`src/rtl/mrlf_pkg.sv`:
```
package mrlf_pkg;

  localparam int ROUTE_CAPACITY = 32;
  localparam int PORT_COUNT_MAX = 8;
  localparam int FILL_W = $clog2(ROUTE_CAPACITY + 1);
  localparam int ID_W = 8;
  localparam int PORT_W = 3;
  localparam int MASK_W = 8;
  localparam int CNT_W = 4;

  localparam logic [ID_W-1:0] LOCAL_COMPONENT_ID = 8'd1;

  // register indexes (paddr[3:2])
  localparam logic [1:0] REG_LOCAL_SYS = 2'd0;
  localparam logic [1:0] REG_PORT_COUNT = 2'd1;
  localparam logic [1:0] REG_PORT_ENABLE = 2'd2;

  typedef enum logic [1:0] {
    LS_NONE = 2'd0,
    LS_UPDATED = 2'd1,
    LS_ADDED = 2'd2,
    LS_FULL = 2'd3
  } learn_status_t;

  // query token that walks the cell chain
  typedef struct packed {
    logic vld;
    logic fwd;
    logic ign;
    logic bcast;
    logic comp_any;
    logic [ID_W-1:0] sys;
    logic [ID_W-1:0] comp;
    logic [PORT_W-1:0] port;
    logic [FILL_W-1:0] left;
    logic found;
    logic added;
    logic [MASK_W-1:0] hits;
  } tok_t;

endpackage

```
`src/rtl/mrlf_cell.sv`:
```
module mrlf_cell import mrlf_pkg::*; (
  input  logic clk,
  input  logic rst,
  input  tok_t tin,
  output tok_t tout
);

  logic [ID_W-1:0] ent_sys;
  logic [ID_W-1:0] ent_comp;
  logic [PORT_W-1:0] ent_port;

  logic used;
  logic hit;
  logic learning;
  logic wr_port;
  logic wr_all;
  tok_t tout_next;

  always_comb begin
    used = (tin.left != '0);
    hit = used && (ent_sys == tin.sys) && (tin.comp_any || ent_comp == tin.comp);
    learning = tin.vld && !tin.fwd && !tin.ign;
    // updated on first match; appended at first free slot
    wr_port = learning && hit && !tin.found;
    wr_all = learning && !used && !tin.found && !tin.added;

    tout_next = tin;
    tout_next.left = used ? tin.left - FILL_W'(1) : '0;
    if (wr_port) begin
      tout_next.found = 1'b1;
    end
    if (wr_all) begin
      tout_next.added = 1'b1;
    end
    if (tin.vld && tin.fwd && !tin.bcast && hit) begin
      tout_next.hits = tin.hits | (MASK_W'(1) << ent_port);
    end
  end

  always_ff @(posedge clk) begin
    if (rst) begin
      tout.vld <= 1'b0;
    end else begin
      tout.vld <= tout_next.vld;
    end
    tout.fwd <= tout_next.fwd;
    tout.ign <= tout_next.ign;
    tout.bcast <= tout_next.bcast;
    tout.comp_any <= tout_next.comp_any;
    tout.sys <= tout_next.sys;
    tout.comp <= tout_next.comp;
    tout.port <= tout_next.port;
    tout.left <= tout_next.left;
    tout.found <= tout_next.found;
    tout.added <= tout_next.added;
    tout.hits <= tout_next.hits;
  end

  always_ff @(posedge clk) begin
    if (wr_all) begin
      ent_sys <= tin.sys;
      ent_comp <= tin.comp;
    end
    if (wr_all || wr_port) begin
      ent_port <= tin.port;
    end
  end

endmodule

```
`src/rtl/message_route_learn_forward_top.sv`:
```
// Learning route table: one transaction at a time; busy holds off start until the
// result strobe (done), and start may be taken again in the cycle done is high.
// The query token walks one cell per cycle through the 32-cell route chain,
// which lies between an entry register and a result register.
// Reset (rst, synchronous) empties the table and restores local id 1, 8 ports,
// enable mask 0. The receiver cannot stall: done lasts exactly one cycle.
module message_route_learn_forward_top import mrlf_pkg::*; (
  input  logic clk,
  input  logic rst,
  // APB-style register port
  input  logic psel,
  input  logic penable,
  input  logic pwrite,
  input  logic [3:0] paddr,
  input  logic [31:0] pwdata,
  output logic [31:0] prdata,
  output logic pready,
  // command
  input  logic start,
  output logic busy,
  input  logic action,
  input  logic [ID_W-1:0] source_system,
  input  logic [ID_W-1:0] source_component,
  input  logic [PORT_W-1:0] ingress_port,
  input  logic signed [8:0] target_system,
  input  logic signed [8:0] target_component,
  // result
  output logic done,
  output logic [MASK_W-1:0] forward_mask,
  output logic [1:0] learn_status
);

  // ---------------- configuration registers ----------------
  logic [ID_W-1:0] local_system_id;
  logic [CNT_W-1:0] active_port_count;
  logic [MASK_W-1:0] port_enable_mask;
  logic cfg_wr;

  assign pready = 1'b1;
  assign cfg_wr = psel && penable && pwrite;

  always_ff @(posedge clk) begin
    if (rst) begin
      local_system_id <= 8'd1;
      active_port_count <= 4'd8;
      port_enable_mask <= '0;
    end else if (cfg_wr) begin
      unique case (paddr[3:2])
        REG_LOCAL_SYS: local_system_id <= pwdata[ID_W-1:0];
        REG_PORT_COUNT: active_port_count <= pwdata[CNT_W-1:0];
        REG_PORT_ENABLE: port_enable_mask <= pwdata[MASK_W-1:0];
        default: ;
      endcase
    end
  end

  always_comb begin
    unique case (paddr[3:2])
      REG_LOCAL_SYS: prdata = 32'(local_system_id);
      REG_PORT_COUNT: prdata = 32'(active_port_count);
      REG_PORT_ENABLE: prdata = 32'(port_enable_mask);
      default: prdata = '0;
    endcase
  end

  // ---------------- token injection ----------------
  // Learn and forward share one token: sys/comp carry the source for a learn
  // and the target for a forward; port carries the ingress port either way.
  logic [FILL_W-1:0] fill_count;
  logic accept;
  tok_t chain [ROUTE_CAPACITY+1];
  tok_t inj_next;

  assign accept = start && !busy;

  always_comb begin
    inj_next = '0;
    inj_next.vld = accept;
    inj_next.fwd = action;
    inj_next.port = ingress_port;
    inj_next.left = fill_count;
    if (action) begin
      // target 0 or negative: flood; component 0 or negative: wildcard
      inj_next.bcast = target_system[8] || (target_system == '0);
      inj_next.comp_any = target_component[8] || (target_component == '0);
      inj_next.sys = target_system[ID_W-1:0];
      inj_next.comp = target_component[ID_W-1:0];
    end else begin
      // own echoes and system 0 are never learned
      inj_next.ign = (source_system == '0) ||
                     ((source_system == local_system_id) &&
                      (source_component == LOCAL_COMPONENT_ID));
      inj_next.sys = source_system;
      inj_next.comp = source_component;
    end
  end

  always_ff @(posedge clk) begin
    if (rst) begin
      chain[0].vld <= 1'b0;
    end else begin
      chain[0].vld <= inj_next.vld;
    end
    chain[0].fwd <= inj_next.fwd;
    chain[0].ign <= inj_next.ign;
    chain[0].bcast <= inj_next.bcast;
    chain[0].comp_any <= inj_next.comp_any;
    chain[0].sys <= inj_next.sys;
    chain[0].comp <= inj_next.comp;
    chain[0].port <= inj_next.port;
    chain[0].left <= inj_next.left;
    chain[0].found <= inj_next.found;
    chain[0].added <= inj_next.added;
    chain[0].hits <= inj_next.hits;
  end

  // ---------------- cell chain ----------------
  // Each cell holds one route entry. Entries are filled in order, so the
  // token's "left" count tells a cell whether it is in use; the first cell
  // that sees left == 0 is where a new route is appended.
  for (genvar i = 0; i < ROUTE_CAPACITY; i++) begin : g_cell
    mrlf_cell u_cell (
      .clk  (clk),
      .rst  (rst),
      .tin  (chain[i]),
      .tout (chain[i+1])
    );
  end

  // ---------------- result ----------------
  tok_t fin;
  logic [CNT_W-1:0] n_eff;
  logic [MASK_W-1:0] allowed;
  logic [MASK_W-1:0] mask_next;
  learn_status_t status_next;

  assign fin = chain[ROUTE_CAPACITY];

  always_comb begin
    // port count is clamped; ports past it, the ingress port and disabled
    // ports are never sent to
    n_eff = (active_port_count > CNT_W'(PORT_COUNT_MAX)) ?
            CNT_W'(PORT_COUNT_MAX) : active_port_count;
    for (int p = 0; p < MASK_W; p++) begin
      allowed[p] = (CNT_W'(p) < n_eff) && port_enable_mask[p] &&
                   (fin.port != PORT_W'(p));
    end
    mask_next = '0;
    status_next = LS_NONE;
    if (fin.fwd) begin
      mask_next = fin.bcast ? allowed : (fin.hits & allowed);
    end else if (!fin.ign) begin
      if (fin.found) begin
        status_next = LS_UPDATED;
      end else if (fin.added) begin
        status_next = LS_ADDED;
      end else begin
        status_next = LS_FULL;
      end
    end
  end

  always_ff @(posedge clk) begin
    if (rst) begin
      busy <= 1'b0;
      done <= 1'b0;
      fill_count <= '0;
    end else begin
      done <= fin.vld;
      if (accept) begin
        busy <= 1'b1;
      end else if (fin.vld) begin
        busy <= 1'b0;
      end
      if (fin.vld && !fin.fwd && fin.added) begin
        fill_count <= fill_count + FILL_W'(1);
      end
    end
    forward_mask <= mask_next;
    learn_status <= status_next;
  end

endmodule
```
`config.mk`:
```
export PLATFORM = sky130hd
export DESIGN_NAME = message_route_learn_forward_top
export DESIGN_NICKNAME = d
export VERILOG_FILES = /design/src/rtl/mrlf_pkg.sv /design/src/rtl/mrlf_cell.sv /design/src/rtl/message_route_learn_forward_top.sv
export SDC_FILE = /design/constraint.sdc
export NUM_CORES = 2
export LEC_CHECK = 0
export BUFFER_PORTS_ARGS = -buffer_cell sky130_fd_sc_hd__buf_4
export CORE_ASPECT_RATIO = 1.1
export CORE_MARGIN = 4
export CORE_UTILIZATION = 40
export DETAILED_ROUTE_END_ITERATION = 8
export GPL_ROUTABILITY_DRIVEN = 0
export PLACE_DENSITY = 0.6
export RECOVER_POWER = 100
export SLEW_MARGIN = 0
export SYNTH_ARGS = -nofsm -noshare
export SYNTH_HDL_FRONTEND = slang
export SYNTH_SLANG_ARGS = --single-unit
```
`constraint.sdc`:
```
create_clock -name clk -period 3.15 [get_ports clk]
set_input_delay 0.315 -clock clk [delete_from_list [all_inputs] [get_ports clk]]
set_output_delay 0.315 -clock clk [all_outputs]
set_load 0.03 [all_outputs]
```
==> summary.txt <==
STA
  • Worst Skew: 0.0253 ns
  • Final Max Slew Viols: 30
  • Setup TNS Final: 0 ns
  • PnR worst setup slack: 0.377 ns
  • Final setup vio count: 0
  • Minimum clock period: 2.77 ns
  • RSZ-0062 raised after global routing: false
  • Fin. Hold Viols: 0
  • Slew Limit Headroom: -8.57%
  • Max Freq: 361 MHz
  • Worst-Margin Slew: 1.62 ns
  • Fin crit share: 88.0%

Detailed routing
  • 1st-iter DRT viols: 2,002
  • Via density: 4.81
  • Wirelength per Cell: 14.9 µm
  • DR vias: 34,900
  • First drt pass iteration count: 5
  • Antenna viol nets, final: 0
  • Routed WL: 108 mm
  • # DRC: 0

Clocking
  • Setup bufs post-CTS: 0
  • CTS Buffer Depth: 3
  • Num CTS Buffers: 188
  • CTS tree: yes
  • Post-cts hold buffer count: 60
  • Worst-path clk slew: 0.06 ns
  • Post-CTS sizing: 0
  • H-tree lvl count: 4
  • CTS Root Cell: clkbuf_16
  • Clock sinks: 1,933
  • Latest clock arrival within the worst-skew pair: 0.79 ns

Worst setup path
  • CP Launch Type: flip-flop
  • CP required: 3.63 ns
  • Crit. Startpoint: g_cell[24].u_cell.ent_sys[5]
  • Critical path arrival: 3.26 ns
  • Critical Path Fanout Max: 9
  • Critical path class: reg2reg
  • Worst R2R Start: g_cell[24].u_cell.ent_sys[5]
  • Crit. End Element: flip-flop

Power and ir drop
  • Power consumption: 0.0526 W
  • Seq pwr share: 52.7%
  • Switching share of power: 22.0%
  • Net Sw Power: 0.0116 W
  • Proportion of power drawn by combinational gates: 4.7%
  • Internal power: 0.0410 W
  • Peak VDD IR: 0.491 mV
  • Total leakage power: 27.0 nW
  • Clk network pwr share: 42.6%
  • Power Dens Cells: 706 nW/µm²

Logic synthesis
  • Post-synth top cells: 1,325 x dfxtp_1, 608 x edfxtp_1, 547 x xor2_1
  • Most frequent cell after synthesis: dfxtp_1
  • FF+latch count, synth: 1,933
  • Post-synth EDFFs: 608
  • Netlist cell types: 56
  • Synth Instances: 4,687
  • Top post-synthesis cells by area: dfxtp_1 41%, edfxtp_1 28%, xor2_1 7.4%, o21bai_1 3.4%, nand4_1 2.8%
  • Top_reg_cell synth: dfxtp_1
  • Yosys warns: 0
  • Asr flop ratio synth: 0%
  • Area leader, netlist: dfxtp_1
  • Avg Cell Area, Syn: 13.8 µm²
  • Top-area cell type share of the netlist area: 41.0%
  • Mapped cell area: 64,700 µm²
  • Post-synthesis sequential area ratio: 69.2%

Floorplan
  • Die area: 168,000 µm²
  • Die Span Y: 430 µm
  • Row count: 154
  • Core Footprint: 161,000 µm²
  • Die X: 391 µm
  • Io pins: 125
  • Initial Utilization: 40.3%

Finish
  • Final nets: 5,130
  • Finished Layout Cells: 7,259
  • Share of cells above drive strength 1: 9.55%
  • Layout area overhead: 15.0%

Status
  • Failing checks: capacitance limit, slew limit
  • Outcome: complete, but fails checks

Global route
  • Initial antenna violation count: 2
  • Gr ovfl total: 0
  • Vias in the first global route: 34,700
  • Total track usage: 12.8%
  • First-pass GRT wire length: 178 mm
  • Largest net degree at the start of global routing: 62

Place
  • PortBufs: 73
  • Inst Count DP: 6,844
  • Pre-CTS setup slack: 0.736 ns
  • Detailed placement HPWL: 75.8 mm

Flow run
  • Max-cap violations: 5

Min path
  • Hold_sp: rst
  • Hold Path Class: in2reg
==> logic make-up after synthesis <==
| group | after synthesis | share of synthesized area (%) |
|---|---|---|
| flops | 1933 | 69.2 |
| simple gates | 1441 | 14.7 |
| xor+xnor | 612 | 8.29 |
| compound gates | 403 | 4.48 |
| buf+inv | 188 | 1.32 |
| fa+ha+maj | 62 | 1.20 |
| mux | 46 | 0.749 |
| other cells | 2 | 0.0116 |
==> area by class of cell <==
type                    count  area [µm²]
multi-input cells        2589       18800
clock inverters            88        1090
inverters                  94         353
clock buffers             266        5330
fillers                 14100       86100
well taps                2106        2640
flip-flops and latches   1933       44800
repair buffers            182        1380
diodes                      1        2.50
==> worst max-delay path: stages, from the launching register on <==
cell,delay [ns]
edfxtp_1,0.38
xor2_1,0.15
nor4_1,1.30
nand4_1,0.28
o21bai_1,0.35
==> path summary, 6_finish.rpt <==
check                                   to  slack (ns)  depth (start not counted)
min                    port_enable_mask[7]        0.07                          2
max reg2reg  g_cell[24].u_cell.ent_port[1]        0.38                          4
max          g_cell[24].u_cell.ent_port[1]        0.38                          4
min reg2reg     g_cell[17].u_cell.tout[36]        0.34                          0
==> power by group through the flow <==
stage / Combinational [W] / Sequential [W] / Clock, W
2_1_floorplan: 0.00203 / 0.0280 / 0
3_3_place_gp: 0.00245 / 0.0283 / 0
3_5_place_dp: 0.00249 / 0.0283 / 0
4_1_cts: 0.00257 / 0.0278 / 0.0231
5_1_grt: 0.00281 / 0.0279 / 0.0242
6_report: 0.00246 / 0.0277 / 0.0224
==> sequential cells by signal, indices dropped and copies added, names as in the netlist <==
register / cells
g_cell.u_cell.ent_comp: 256
busy: 1
g_cell.u_cell.tout: 1257
local_system_id: 8
forward_mask: 8
fill_count: 6
chain: 30
learn_status: 2
done: 1
port_enable_mask: 8
g_cell.u_cell.ent_sys: 256
active_port_count: 4
g_cell.u_cell.ent_port: 96
==> routing by layer <==
layer  global-route usage [%]  routed length (µm)
met5                        0                   0
met4                     3.91                2130
met3                     2.58                4100
met2                     21.8               52900
met1                     16.4               48800
==> per-stage QoR <==
step / util, % / area, µm² / hold WS (ns)
after floorplan: - / 64800 / 0.322
after global placement: 42.3 / 67900 / 0.331
after detailed placement: 42.3 / 67900 / 0.329
after CTS: 46.7 / 74900 / 0.00489
after global routing: 46.4 / 74400 / 0.0513
final: 46.4 / 74400 / 0.0745
==> cells in the final DEF (no fill, tap or decap), drive strengths merged, types with 5 or more instances in the layout <==
master       instances
nand3               64
clkbuf             308
mux2i               27
nor4               176
and2                 6
mux2                19
nand3b              71
inv                101
nor2               286
clkinvlp             5
nand2b              11
bufinv              14
nand4              285
o31ai               19
nor3               138
nor2b               56
nor4bb              12
dfxtp             1325
xnor2               65
a21oi               36
a21o                23
buf                 80
nor3b               57
nor4b              106
conb                25
or3                  5
nand2              105
o21ai               17
o211ai               7
o21bai             292
clkinv              62
dlygate4sd3         60
and3b               14
ha                  62
or4                 11
edfxtp             608
or2                 31
xor2               547
Note: power is estimated with default switching activity, not from simulation.
